`src/cfcr_pkg.sv`:
```
// ----------------------------------------------------------------------------
// cfcr_pkg
// Types and constants shared by the CAN frame classifier and reassembler.
// ----------------------------------------------------------------------------
package cfcr_pkg;

  // Identifier and length codes
  localparam logic [10:0] ID_CONTROL    = 11'h000;
  localparam logic [10:0] ID_DATA_FIRST = 11'h100;
  localparam logic [6:0]  ID_PEER_HI    = 7'h60;   // id[10:4] of 0x600..0x60F
  localparam logic [7:0]  ID_FRAG_HI    = 8'h20;   // id[10:3] of 0x100..0x107
  localparam logic [3:0]  DLC_8_BYTES   = 4'd8;
  localparam logic [3:0]  DLC_64_BYTES  = 4'd15;
  localparam logic [3:0]  PEER_LIMIT_RESET = 4'd8;
  localparam logic [2:0]  FD_LAST_IDX   = 3'd7;

  // Message kinds
  localparam logic [1:0] KIND_CONTROL = 2'd0;
  localparam logic [1:0] KIND_PEER    = 2'd1;
  localparam logic [1:0] KIND_DATA    = 2'd2;

  // One received frame
  typedef struct packed {
    logic [10:0] can_id;
    logic        fd_format;
    logic [3:0]  dlc_code;
    logic [63:0] word0;
    logic [63:0] word1;
    logic [63:0] word2;
    logic [63:0] word3;
    logic [63:0] word4;
    logic [63:0] word5;
    logic [63:0] word6;
    logic [63:0] word7;
  } in_req_t;

  // One emitted word
  typedef struct packed {
    logic [1:0]  msg_kind;
    logic [2:0]  word_index;
    logic [63:0] payload_word;
    logic        last;
  } out_req_t;

  // Frame classes
  typedef enum logic [2:0] {
    CLS_DROP,
    CLS_CONTROL,
    CLS_PEER,
    CLS_FD,
    CLS_FRAG_START,
    CLS_FRAG_ABORT,
    CLS_FRAG_STORE,
    CLS_FRAG_LAST
  } frame_class_t;

  // Decode result handed from the classifier to the sequencer
  typedef struct packed {
    frame_class_t cls;
    logic [2:0]   frag;
  } decision_t;

  // Sequencer states
  typedef enum logic [2:0] {
    S_IDLE,
    S_DECIDE,
    S_SINGLE,
    S_FD,
    S_PKT
  } state_t;

endpackage

```
`src/cfcr_store.sv`:
```
// ----------------------------------------------------------------------------
// cfcr_store
// Reassembly buffer: one write port, one read port with registered data.
// ----------------------------------------------------------------------------
module cfcr_store #(
  parameter int DEPTH  = 8,
  parameter int ADDR_W = 3
) (
  input  logic              clk,
  input  logic              wr_en,
  input  logic [ADDR_W-1:0] wr_addr,
  input  logic [63:0]       wr_data,
  input  logic              rd_en,
  input  logic [ADDR_W-1:0] rd_addr,
  output logic [63:0]       rd_data
);

  logic [63:0] mem [DEPTH];
  logic [63:0] rd_data_r;

  // Write the fragment word
  always_ff @(posedge clk) begin
    if (wr_en) begin
      mem[wr_addr] <= wr_data;
    end
  end

  // Read one entry; data holds until the next read
  always_ff @(posedge clk) begin
    if (rd_en) begin
      rd_data_r <= mem[rd_addr];
    end
  end

  assign rd_data = rd_data_r;

endmodule

```
`src/cfcr_classify.sv`:
```
// ----------------------------------------------------------------------------
// cfcr_classify
// Sorts a held frame into control, peer control, FD data, fragment or drop.
// ----------------------------------------------------------------------------
module cfcr_classify import cfcr_pkg::*; #(
  parameter int PACKET_WORDS = 8
) (
  input  in_req_t     frame,
  input  logic [3:0]  peer_node_limit,
  input  logic        active,
  input  logic [2:0]  expected,
  output decision_t   dec
);

  localparam logic [3:0] PW4       = 4'(PACKET_WORDS);
  localparam logic [2:0] LAST_FRAG = 3'(PACKET_WORDS - 1);

  logic       classic;
  logic       dlc8;
  logic       is_control;
  logic       is_peer_range;
  logic       peer_match;
  logic       is_fd;
  logic       is_frag;
  logic [2:0] frag;

  // Match identifier, format and length
  always_comb begin
    classic       = !frame.fd_format;
    dlc8          = (frame.dlc_code == DLC_8_BYTES);
    frag          = frame.can_id[2:0];
    is_control    = classic && dlc8 && (frame.can_id == ID_CONTROL);
    is_peer_range = classic && dlc8 && (frame.can_id[10:4] == ID_PEER_HI)
                    && (frame.can_id[3:0] != 4'd0)
                    && (frame.can_id[3:0] <= peer_node_limit);
    peer_match    = (frame.word0[23:16] == {4'd0, frame.can_id[3:0]});
    is_fd         = frame.fd_format && (frame.can_id == ID_DATA_FIRST)
                    && (frame.dlc_code == DLC_64_BYTES);
    is_frag       = classic && dlc8 && (frame.can_id[10:3] == ID_FRAG_HI);
  end

  // Pick the class; fragments check order against the packet state
  always_comb begin
    dec.frag = frag;
    dec.cls  = CLS_DROP;
    if (is_control) begin
      dec.cls = CLS_CONTROL;
    end else if (is_peer_range) begin
      dec.cls = peer_match ? CLS_PEER : CLS_DROP;
    end else if (is_fd) begin
      dec.cls = CLS_FD;
    end else if (is_frag) begin
      if (frag == 3'd0) begin
        dec.cls = CLS_FRAG_START;
      end else if (!active || (frag != expected) || ({1'b0, frag} >= PW4)) begin
        dec.cls = CLS_FRAG_ABORT;
      end else if (frag == LAST_FRAG) begin
        dec.cls = CLS_FRAG_LAST;
      end else begin
        dec.cls = CLS_FRAG_STORE;
      end
    end
  end

endmodule

```
`src/can_frame_classifier_reassembler_core.sv`:
```
// ----------------------------------------------------------------------------
// can_frame_classifier_reassembler_core
// Classifies received CAN frames and reassembles ordered classic fragments.
//
// A frame is taken when the block is idle, held in the frame register while
// it is classified, and then its words leave one per cycle while the output
// side does not stall, through a single output register: a control or
// peer-control frame gives one word, an FD data frame eight and the final
// classic fragment PACKET_WORDS. The sequencer works on one frame at a time;
// packet words come out of the reassembly buffer through its one read port,
// the next read issued as each word is loaded. A new frame is taken while the
// last word still waits at the output.
// The reassembly buffer has no reset; only its control flags do.
// ----------------------------------------------------------------------------
module can_frame_classifier_reassembler_core import cfcr_pkg::*; #(
  parameter int PACKET_WORDS = 8
) (
  input  logic       clk,
  input  logic       rst_n,
  input  logic       in_valid,
  output logic       in_stall,
  input  in_req_t    in_req,
  output logic       out_valid,
  input  logic       out_stall,
  output out_req_t   out_req,
  input  logic       cfg_wr_en,
  input  logic [3:0] cfg_wr_data
);

  localparam int         ADDR_W   = (PACKET_WORDS > 1) ? $clog2(PACKET_WORDS) : 1;
  localparam logic [2:0] LAST_IDX = 3'(PACKET_WORDS - 1);

  state_t      state_r, state_nxt;
  in_req_t     frame_r;
  logic [3:0]  peer_node_limit_r;
  logic        active_r, active_nxt;
  logic [2:0]  expected_r, expected_nxt;
  logic [2:0]  cnt_r, cnt_nxt;
  logic        out_valid_r;
  out_req_t    out_r, out_nxt;
  logic        load_out;
  logic        slot_free;
  logic        accept;
  decision_t   dec;
  logic [63:0] fd_word;

  logic              mem_we;
  logic [ADDR_W-1:0] mem_waddr;
  logic              mem_re;
  logic [ADDR_W-1:0] mem_raddr;
  logic [63:0]       mem_rdata;

  cfcr_classify #(.PACKET_WORDS(PACKET_WORDS)) u_classify (
    .frame           (frame_r),
    .peer_node_limit (peer_node_limit_r),
    .active          (active_r),
    .expected        (expected_r),
    .dec             (dec)
  );

  cfcr_store #(.DEPTH(PACKET_WORDS), .ADDR_W(ADDR_W)) u_store (
    .clk     (clk),
    .wr_en   (mem_we),
    .wr_addr (mem_waddr),
    .wr_data (frame_r.word0),
    .rd_en   (mem_re),
    .rd_addr (mem_raddr),
    .rd_data (mem_rdata)
  );

  assign slot_free = !out_valid_r || !out_stall;
  assign accept    = in_valid && !in_stall;

  // Select the FD payload word for the current index
  always_comb begin
    case (cnt_r)
      3'd0: fd_word = frame_r.word0;
      3'd1: fd_word = frame_r.word1;
      3'd2: fd_word = frame_r.word2;
      3'd3: fd_word = frame_r.word3;
      3'd4: fd_word = frame_r.word4;
      3'd5: fd_word = frame_r.word5;
      3'd6: fd_word = frame_r.word6;
      3'd7: fd_word = frame_r.word7;
    endcase
  end

  // Next state
  always_comb begin
    state_nxt = state_r;
    unique case (state_r)
      S_IDLE: begin
        if (in_valid) state_nxt = S_DECIDE;
      end
      S_DECIDE: begin
        unique case (dec.cls)
          CLS_CONTROL, CLS_PEER: state_nxt = S_SINGLE;
          CLS_FD:                state_nxt = S_FD;
          CLS_FRAG_LAST:         state_nxt = S_PKT;
          default:               state_nxt = S_IDLE;
        endcase
      end
      S_SINGLE: begin
        if (slot_free) state_nxt = S_IDLE;
      end
      S_FD: begin
        if (slot_free && (cnt_r == FD_LAST_IDX)) state_nxt = S_IDLE;
      end
      S_PKT: begin
        if (slot_free && (cnt_r == LAST_IDX)) state_nxt = S_IDLE;
      end
      default: state_nxt = S_IDLE;
    endcase
  end

  // Outputs of the sequencer: buffer access, flags, counter, output word
  always_comb begin
    in_stall     = (state_r != S_IDLE);
    mem_we       = 1'b0;
    mem_waddr    = dec.frag[ADDR_W-1:0];
    mem_re       = 1'b0;
    mem_raddr    = '0;
    active_nxt   = active_r;
    expected_nxt = expected_r;
    cnt_nxt      = cnt_r;
    load_out     = 1'b0;
    out_nxt      = out_r;
    unique case (state_r)
      S_IDLE: begin
      end
      S_DECIDE: begin
        cnt_nxt = 3'd0;
        unique case (dec.cls)
          CLS_FRAG_START: begin
            mem_we       = 1'b1;
            active_nxt   = 1'b1;
            expected_nxt = 3'd1;
          end
          CLS_FRAG_ABORT: begin
            active_nxt   = 1'b0;
            expected_nxt = 3'd0;
          end
          CLS_FRAG_STORE: begin
            mem_we       = 1'b1;
            expected_nxt = expected_r + 3'd1;
          end
          CLS_FRAG_LAST: begin
            // write lands above entry 0, so the first read does not overlap
            mem_we       = 1'b1;
            mem_re       = 1'b1;
            active_nxt   = 1'b0;
            expected_nxt = 3'd0;
          end
          default: begin
          end
        endcase
      end
      S_SINGLE: begin
        load_out             = slot_free;
        out_nxt.msg_kind     = (dec.cls == CLS_PEER) ? KIND_PEER : KIND_CONTROL;
        out_nxt.word_index   = 3'd0;
        out_nxt.payload_word = frame_r.word0;
        out_nxt.last         = 1'b1;
      end
      S_FD: begin
        load_out             = slot_free;
        out_nxt.msg_kind     = KIND_DATA;
        out_nxt.word_index   = cnt_r;
        out_nxt.payload_word = fd_word;
        out_nxt.last         = (cnt_r == FD_LAST_IDX);
        if (slot_free) cnt_nxt = cnt_r + 3'd1;
      end
      S_PKT: begin
        load_out             = slot_free;
        out_nxt.msg_kind     = KIND_DATA;
        out_nxt.word_index   = cnt_r;
        out_nxt.payload_word = mem_rdata;
        out_nxt.last         = (cnt_r == LAST_IDX);
        // prefetch the next entry as this one goes out
        if (slot_free && (cnt_r != LAST_IDX)) begin
          cnt_nxt   = cnt_r + 3'd1;
          mem_re    = 1'b1;
          mem_raddr = cnt_nxt[ADDR_W-1:0];
        end
      end
      default: begin
      end
    endcase
  end

  // Control registers
  always_ff @(posedge clk) begin
    if (!rst_n) begin
      state_r           <= S_IDLE;
      active_r          <= 1'b0;
      expected_r        <= 3'd0;
      out_valid_r       <= 1'b0;
      peer_node_limit_r <= PEER_LIMIT_RESET;
    end else begin
      state_r    <= state_nxt;
      active_r   <= active_nxt;
      expected_r <= expected_nxt;
      if (load_out) begin
        out_valid_r <= 1'b1;
      end else if (!out_stall) begin
        out_valid_r <= 1'b0;
      end
      if (cfg_wr_en) begin
        peer_node_limit_r <= cfg_wr_data;
      end
    end
  end

  // Payload registers
  always_ff @(posedge clk) begin
    cnt_r <= cnt_nxt;
    if (accept) begin
      frame_r <= in_req;
    end
    if (load_out) begin
      out_r <= out_nxt;
    end
  end

  assign out_valid = out_valid_r;
  assign out_req   = out_r;

endmodule

```
`config.mk`:
```
export PLATFORM = sky130hd
export DESIGN_NAME = can_frame_classifier_reassembler_core
export DESIGN_NICKNAME = d
export VERILOG_FILES = /design/src/cfcr_pkg.sv /design/src/cfcr_store.sv /design/src/cfcr_classify.sv /design/src/can_frame_classifier_reassembler_core.sv
export SDC_FILE = /design/constraint.sdc
export NUM_CORES = 1
export LEC_CHECK = 0
export ABC_CLOCK_PERIOD_IN_PS = 32100
export BUFFER_PORTS_ARGS = -buffer_cell sky130_fd_sc_hd__buf_4
export CAP_MARGIN = 40
export CORE_MARGIN = 3
export CORE_UTILIZATION = 43
export CTS_CLUSTER_DIAMETER = 30
export DETAILED_ROUTE_END_ITERATION = 6
export GPL_TIMING_DRIVEN = 0
export PLACE_DENSITY_LB_ADDON = 0.25
export SETUP_SLACK_MARGIN = 0.15
export SYNTH_ARGS = -nofsm -noshare
export SYNTH_HDL_FRONTEND = slang
export SYNTH_SLANG_ARGS = --single-unit
export TNS_END_PERCENT = 30
```
`constraint.sdc`:
```
create_clock -name clk -period 32.1 [get_ports clk]
set_input_delay 3.21 -clock clk [delete_from_list [all_inputs] [get_ports clk]]
set_output_delay 3.21 -clock clk [all_outputs]
set_load 0.02 [all_outputs]
```
==> Word-level counts from Yosys, hierarchy flattened <==
Memory sizes are Yosys's and may differ from the RTL's. A register that Yosys moved wholly into a read port is not among the register bits.
Index checks and enable logic that the tools add are counted.
{ "totals": {"reg_bits": 613, "latch_bits": 0, "ramBits": 512, "romBits": 0, "in_bits": 537, "out_inout_bits": 72, "word_cells": 129, "n_memories": 1} }
{ "classes": {"addsub": 2, "n_mul": 0, "div_mod_pow": 0, "order_cmp": 1, "n_eq_ne": 33, "n_shift": 0, "n_mux": 33, "n_bitwise": 0, "n_reduce_logical": 38} }
{ "mem_list": {"columns": ["name", "words", "word_bits", "read_ports", "rd_clocked_by_memory_dff", "wr", "line_no", "rtl"], "rows": [
  ["u_store.mem", 8, 64, 1, 1, 1, "cfcr_store.sv:18", "logic [63:0] mem [DEPTH];"]
]} }
{ "ops": {"columns": ["operator", "count"], "rows": [
  ["$pmux W64 S8", 1],
  ["$pmux W70 S3", 1],
  ["$mux W3", 13],
  ["$eq A3 B3 Y1 const B", 10],
  ["$pmux W3 S3", 3],
  ["$eq A3 B2 Y1 const B", 6],
  ["$pmux W3 S4", 1],
  ["$reduce_bool A3 Y1", 4],
  ["$eq A11 B9 Y1 const B", 1],
  ["$logic_and A1 B1 Y1", 11],
  ["$logic_not A11 Y1", 1],
  ["$mux W1", 11],
  ["$eq A3 B1 Y1 const B", 3],
  ["$logic_not A3 Y1", 3],
  ["$eq A4 B4 Y1 const B", 2],
  ["$eq A8 B4 Y1", 1],
  ["$eq A8 B6 Y1 const B", 1],
  ["$ne A2 B2 Y1 const B", 4],
  ["$eq A7 B7 Y1 const B", 1],
  ["$add A3 B1 Y3 const B", 2],
  ["$reduce_and A2 Y1", 3],
  ["$reduce_and A3 Y1", 2],
  ["$reduce_or A2 Y1", 3],
  ["$reduce_or A3 Y1", 2],
  ["10 further kinds", 17]
]} }

==> Logic depth before layout (Yosys ltp) <==
Gate-level depths: netlist of the first run.
{ "logic_depth": {"ltp_word": 14, "mapped_depth": 13} }

==> Hierarchy <==
From an unflattened synthesis of the first run, not the netlist that was laid out.
{ "hier_totals": {"cells_unflattened": 2061, "hier_area_um2": 44161.1} }
{ "modules_own_cells": {"columns": ["module", "n_inst", "cells_each", "area_per_inst_um2"], "rows": [
  ["can_frame_classifier_reassembler_core", 1, 1189, 22552.9],
  ["cfcr_store", 1, 816, 21187.8],
  ["cfcr_classify", 1, 56, 420.4]
]} }

==> Worst setup path after synthesis of the first run <==
Ideal clock, no wire load.
{ "synth_path": {"path_kind": "input port to flip-flop", "startpoint": "input in_valid", "endpoint": "register frame_r[0] (netlist name) (enable)", "setup_ns": 1.435, "arrival_ns": 24.873, "setup_slack_ns": 5.792, "path_stages": 2, "n_path_buf": 0, "cell_sequence": "inv_1 > nor2_1"} }
{ "synth_between": {"elab_chain_len": 1} }
{ "synth_rtl": {"columns": ["element", "line_no", "rtl"], "rows": [
  ["start, declared", "can_frame_classifier_reassembler_core.sv:20", "input logic in_valid,"],
  ["$logic_and A1 B1 Y1", "can_frame_classifier_reassembler_core.sv:72", "assign accept = in_valid && !in_stall;"],
  ["net accept", "can_frame_classifier_reassembler_core.sv:43", "logic accept;"],
  ["end signal, assigned", "can_frame_classifier_reassembler_core.sv:218", "frame_r <= in_req;"],
  ["end, declared", "can_frame_classifier_reassembler_core.sv:34", "in_req_t frame_r;"]
]} }
The timed path passes the listed nets, and every way through them passes these cells.
A chain may end at the register's enable or synchronous reset.

==> qor.yml, run 1 <==
die:
  die_area_sq_um: 105800
  core_area_sq_um: 100600
  die_w_um: 325.3
  rows: 116
  ioPinCount: 609
  die_h_um: 325.3
  start_util_pct: 43.59
power_and_ir_drop:
  p_leak_uw: 0.02094
  p_total_uw: 4294
  ir_worst_vdd_mv: 0.04473
  p_per_area_nw_per_um2: 71.93
critical_path:
  required_ns: 32.63
  crit_fanout: 10
  startpoint_type: "flop"
  worstPathArrival_ns: 6.01
  path_class: "flop to flop"
  critPathCaptureType: "flop"
logic_synthesis:
  syn_nets: 2592
  synth_top_area_share_pct: 80.62
  ys_seq_area_share_pct: 81.16
  synth_cell_types: 59
  synthTopCellsByCount: "edfxtp_1 (1177), mux4_2 (128), mux2_2 (127)"
  postSynthCellCount: 2044
  yosysMostFrequentCell: "edfxtp_1"
  synthesis.area_sq_um: 43840
  synth_ff_type: "edfxtp_1"
  ys_ff_latch: 1189
  synth_area_leaders: "edfxtp_1 (81%), mux4_2 (6.6%), mux2_2 (3.3%)"
  synth_edf_count: 1177
  post-synth-top-area-cell: "edfxtp_1"
  ys_warn_count: 0
  synth-async-reset-ratio_pct: 0
  synth_area_per_cell_sq_um: 21.45
cts:
  path_clk_slew_ns: 0.05
  ctsHoldBuffers: 0
  cts_tree: "yes"
  ctsResizeCount: 0
  numCtsBuffers: 224
  cts_buffer_depth: 3
  clk_latency_ns: 0.79
  cts_sinks: 1189
  htreeDepth: 4
  postCtsSetupBuffers: 0
  cts-root-buf: "clkbuf_16"
global_routing:
  overflow: 0
  grt_max_degree: 36
  grt_pass1_wl_mm: 184.3
  antenna_found_initial: 21
  grt_pass1_vias: 26930
  grt_util_all_layers_pct: 24.22
final_layout:
  area_delta_synth_final_pct: 36.17
  nNetsFinal: 3544
  fillers: 7316
  drive_gt1_share_pct: 43.61
  final_cells: 4557
run:
  max_cap_viol_count: 0
placed_design:
  pre_cts_slack_ns: 25.83
  dp_cells: 4126
  io_buffers: 607
  hpwl_mm: 92.02
  gp_congestion: 0.8691
sta:
  fmax_ghz: 0.1825
  fin_crit_sh_pct: 17.07
  finClkSkew_ns: 0.03851
  whs_ns: 0.4903
  worst_pin_slew_ns: 1.100
  slew_headroom_pct: 26.70
  setup-violations-final: 0
  fin_crit_ns: 5.480
  rsz0062_at_grt: "no"
  finalMaxSlewViolations: 0
  setup_slack_ns: 26.62
  hold_viol: 0
  final.setup.tns_ns: 0
drt:
  wl_per_cell_um: 28.55
  dr_total_vias: 25210
  first_pass_iters: 6
  final_antenna_net_count: 0
  via_per_inst: 5.531
  drtIter0Drc: 2790
  drcViolationCount: 0
  wl_mm: 130.1
hold_path:
  hold_class: "flop to flop"
status:
  outcome: "finished, final reports clean"
final timing paths:
check	startpoint	end	slack, ns	depth (start not counted)
max reg2reg	cnt_r[0]	out_req[58]	26.62	14
min	expected_r[1]	expected_r[1]	0.49	2
min reg2reg	expected_r[1]	expected_r[1]	0.49	2
max	cnt_r[0]	out_req[58]	26.62	14
metal layers:
metal	wire length, um	global-route usage, %
met5	49	0
met4	4131	9.450
met3	12160	7.172
met2	64420	39.72
met1	49330	30.46
cell usage in the layout (no fill, tap or decap), drive strengths merged, types with 4 or more instances in the layout:
master	Yosys	layout
edfxtp	1177	1177
buf	16	742
clkbuf	98	344
mux4	128	128
mux2	127	127
clkinv	0	99
nand2	85	85
a222oi	64	64
a31oi	62	62
a221o	60	60
a22oi	59	59
clkinvlp	0	31
bufinv	0	29
inv	11	26
nor2	18	18
dfxtp	12	12
ha	11	11
a21oi	11	11
diode	0	10
o21ai	10	10
nor3	9	9
nor2b	7	7
a32oi	7	7
and2	6	6
a21boi	6	6
o211ai	5	5
nand2b	4	4
a22o	4	4
critical path, stage by stage (launching register included):
cell      delay (ns)
edfxtp_1        0.39
clkbuf_1        0.22
buf_1           0.58
buf_1           0.36
buf_6           0.23
inv_1           0.10
ha_1            0.20
clkbuf_1        0.29
buf_8           0.26
and2_1          0.16
clkbuf_1        0.18
clkbuf_2        0.52
a222oi_1        1.10
a31oi_1         0.25
a221o_1         0.33
where the power goes:
part / internal (uW) / leakage (uW) / switching, uW
Clock: 1540 / 0.00371 / 808
Combinational: 80.6 / 0.00622 / 75.8
Sequential: 1770 / 0.0110 / 24.3
Total: 3390 / 0.0209 / 908
area by class of cell:
type / count / area [sq um] / area share [%]
Buffer: 114 / 440.4 / 0.7377
Sequential cell: 1189 / 35580 / 59.60
Antenna cell: 10 / 25.02 / 0.04192
Tap cell: 1357 / 1698 / 2.844
Timing Repair Buffer: 726 / 6299 / 10.55
Multi-Input combinational cell: 730 / 7863 / 13.17
Inverter: 11 / 41.29 / 0.06916
Clock buffer: 246 / 5794 / 9.706
Clock inverter: 174 / 1957 / 3.278
state kept, by name (all words and copies together), names as in the netlist:
name,count
out_req,70
u_store.mem,512
frame_r,528
peer_node_limit_r,4
state_r,3
active_r,1
out_valid,1
u_store.rd_data,64
cnt_r,3
expected_r,3
logic make-up (layout without fill, tap and decap cells):
logic type                 count (synthesis)  after routing  synth area share [%]
AOI/OAI and AO/OA                        300            300                 5.685
xor gates and xnor gates                   6              6                0.1199
adders and majority gates                 11             11                0.3139
buffers and inverters                    125           1271                 1.087
DFF                                     1189           1189                 81.16
muxes                                    258            258                 9.906
other                                      0             10                     0
and+or+nand+nor                          155            155                 1.724
metrics by stage:
step                utilization (%)  cell area, sq um
global route                  59.35             59690
global placement              49.81             50100
finish                        59.36             59700
floorplan                         -             43840
detailed placement            51.61             51910
CTS                           59.32             59660
Power figures use the tool's default switching activity.
==> run 2: changes to the inputs <==
--- a/config.mk
+++ b/config.mk
@@ -5,7 +5,7 @@
 export SDC_FILE = /design/constraint.sdc
 export NUM_CORES = 1
 export LEC_CHECK = 0
-export ABC_CLOCK_PERIOD_IN_PS = 32100
+export ABC_CLOCK_PERIOD_IN_PS = 5100
 export BUFFER_PORTS_ARGS = -buffer_cell sky130_fd_sc_hd__buf_4
 export CAP_MARGIN = 40
 export CORE_MARGIN = 3
==> constraint.sdc (replaced) <==
create_clock -name clk -period 5.1 [get_ports clk]
set_input_delay 0.51 -clock clk [delete_from_list [all_inputs] [get_ports clk]]
set_output_delay 0.51 -clock clk [all_outputs]
set_load 0.02 [all_outputs]
==> qor.yml, run 2 (synthesis results as in run 1) <==
critical_path:
  crit_fanout: 8  # -2
  cp_cell_sequence: "clkbuf_2 > buf_1 > clkbuf_1 > buf_6 > inv_1 > ha_1 > clkbuf_1 > buf_6 > clkbuf_1 > a222oi_1 > a31oi_1 > a221o_1"
  cp.depth: 12  # -2
  cpLargestDelayFamily: "buffers and inverters"
  critPathCaptureType: "flop"
  reg2reg_depth: 12  # -2
  crit_slowest_cell: "a222oi_1"
  path_class: "flop to flop"
  ff2ff_setup_slack_ns: 0.20  # -26.42 ns
  worstPathArrival_ns: 5.39  # -0.62 ns
  startpoint_type: "flop"
  cp_common_cell: "clkbuf_1"
  path_buf_inv: 8  # -1
  critical_path.max_stage_delay_ns: 1.06  # -0.04 ns
  required_ns: 5.59  # -27.04 ns
final_layout:
  layout_commonest_cell: "edfxtp_1"
  area_delta_synth_final_pct: 48.09
  nNetsFinal: 4084  # +15%
  regMostFlops: "frame_r"
  final_cell_mix: "edfxtp_1 (1177), buf_4 (623), dlygate4sd3_1 (533), clkbuf_16 (224), mux4_2 (128)"
  multiInputGateArea_sq_um: 7868  # about the same
  drive_gt1_share_pct: 37.38  # -6.2 points
  largest_reg_flops: 528  # unchanged
  regArea_sq_um: 35580  # unchanged
  utilization_pct: 64.55  # +5.2 points
  final_cell_area_sq_um: 64930  # +8.8%
  fillers: 6624  # -9.5%
cts:
  path_clk_slew_ns: 0.05  # about the same
  htreeDepth: 4  # unchanged
  clk_latency_ns: 0.80  # about the same
  cts_tree: "yes"
  postCtsSetupBuffers: 0  # unchanged
  numCtsBuffers: 222  # -0.89%
  cts-root-buf: "clkbuf_16"
  cts_buffer_depth: 3  # unchanged
  cts_sinks: 1189  # unchanged
global_routing:
  overflow: 0  # unchanged
  grt_util_all_layers_pct: 27.11  # +2.9 points
  antenna_found_initial: 9  # -57%
  grt_max_degree: 38  # +5.6%
  grt_pass1_wl_mm: 207.9  # +13%
  grt_pass1_vias: 30490  # +13%
die:
  die_w_um: 325.3  # unchanged
  die_area_sq_um: 105800  # unchanged
  core_area_sq_um: 100600  # unchanged
  ioPinCount: 609  # unchanged
  die_h_um: 325.3  # unchanged
  rows: 116  # unchanged
  start_util_pct: 43.59  # unchanged
sta:
  hold_viol: 0  # unchanged
  final.setup.tns_ns: 0  # unchanged
  setup-violations-final: 0  # unchanged
  fmax_ghz: 0.2039  # +12%
  finClkSkew_ns: 0.04511  # +0.006597 ns
  finalMaxSlewViolations: 0  # unchanged
  fin_crit_sh_pct: 96.16  # +79 points
  whs_ns: 0.1364  # -0.3539 ns
  worst_pin_slew_ns: 1.233  # +0.1335 ns
  fin_crit_ns: 4.904  # -0.5757 ns
  slew_headroom_pct: 17.80  # -8.9 points
  rsz0062_at_grt: "no"
drt:
  drcViolationCount: 2  # +2
  wl_mm: 144.4  # +11%
  drtIter0Drc: 3344  # +20%
  dr_total_vias: 28120  # +12%
  via_per_inst: 5.524  # -0.14%
  final_antenna_net_count: 0  # unchanged
  wl_per_cell_um: 28.37  # -0.60%
  first_pass_iters: 7  # +1
power_and_ir_drop:
  ir_worst_vdd_mv: 0.3128  # +600%
  p_total_uw: 27110  # +530%
  p_leak_uw: 0.02311  # +10%
  p_per_area_nw_per_um2: 417.5  # +480%
placed_design:
  gp_congestion: 0.8469  # -2.6%
  hpwl_mm: 94.45  # +2.6%
  io_buffers: 607  # unchanged
  placed_area_sq_um: 52050  # +0.27%
hold_path:
  hold_class: "primary input to flop"
  min_path_cells: 2  # unchanged
status:
  outcome: "complete, but fails checks"
  violations: "DRC"
run:
  max_cap_viol_count: 0  # unchanged
run 2: cell count changes in the layout (fill, tap and decap cells not counted), moves of 3 or more:
cell           change
dlygate4sd3_1    +533
clkinv_4          -13
buf_8             +10
inv_6             +10
bufinv_16          -5
clkbuf_16          -5
clkbuf_1           +4
diode_2            -4
buf_6              +3
run 2: routing by layer:
metal  GRT usage (%)  routed length (um)  part of all wire (%)
met2           45.59               72410                    50
met4           10.17                4816                   3.3
met3           6.197               12200                   8.4
met5               0                  17                 0.012
met1           34.48               54980                    38
run 2: area by class of cell:
cell class	count	area share [%]
Sequential cell	1189	54.81
Clock inverter	167	2.771
Tap cell	1357	2.615
Antenna cell	6	0.02313
Timing Repair Buffer	1269	18.13
Inverter	11	0.06359
Clock buffer	248	8.772
Buffer	113	0.7015
Multi-Input combinational cell	730	12.12
run 2: stage by stage:
stage	instances	worst slack, ns
after floorplan	2044	-4.063
after global placement	4008	-7.734
after detailed placement	4135	-0.4477
after CTS	5083	0.1779
after global routing	5089	0.1579
final	5090	0.1956
run 2: what timing repair did:
action                     in CTS  in global routing
resized for setup               4                  2
hold buffers                  533                  0
cloned                          0                  0
setup endpoints to repair       6                  2
pin swaps                       1                  1
hold endpoints to repair      534                  0
run 2: final timing paths:
path | endpoint | from
worst min register to register | peer_node_limit_r[3] | peer_node_limit_r[3]
worst max register to register | out_req[57] | cnt_r[2]
worst min-delay path | peer_node_limit_r[3] | cfg_wr_en
worst max-delay path | out_req[57] | cnt_r[2]
run 2: power by group:
group | switching (uW) | internal (uW) | total [uW] | leakage (uW)
logic | 601 | 780 | 1380 | 0.00853
registers | 168 | 11100 | 11300 | 0.0110
clock network | 5150 | 9300 | 14400 | 0.00358
total | 5920 | 21200 | 27100 | 0.0231
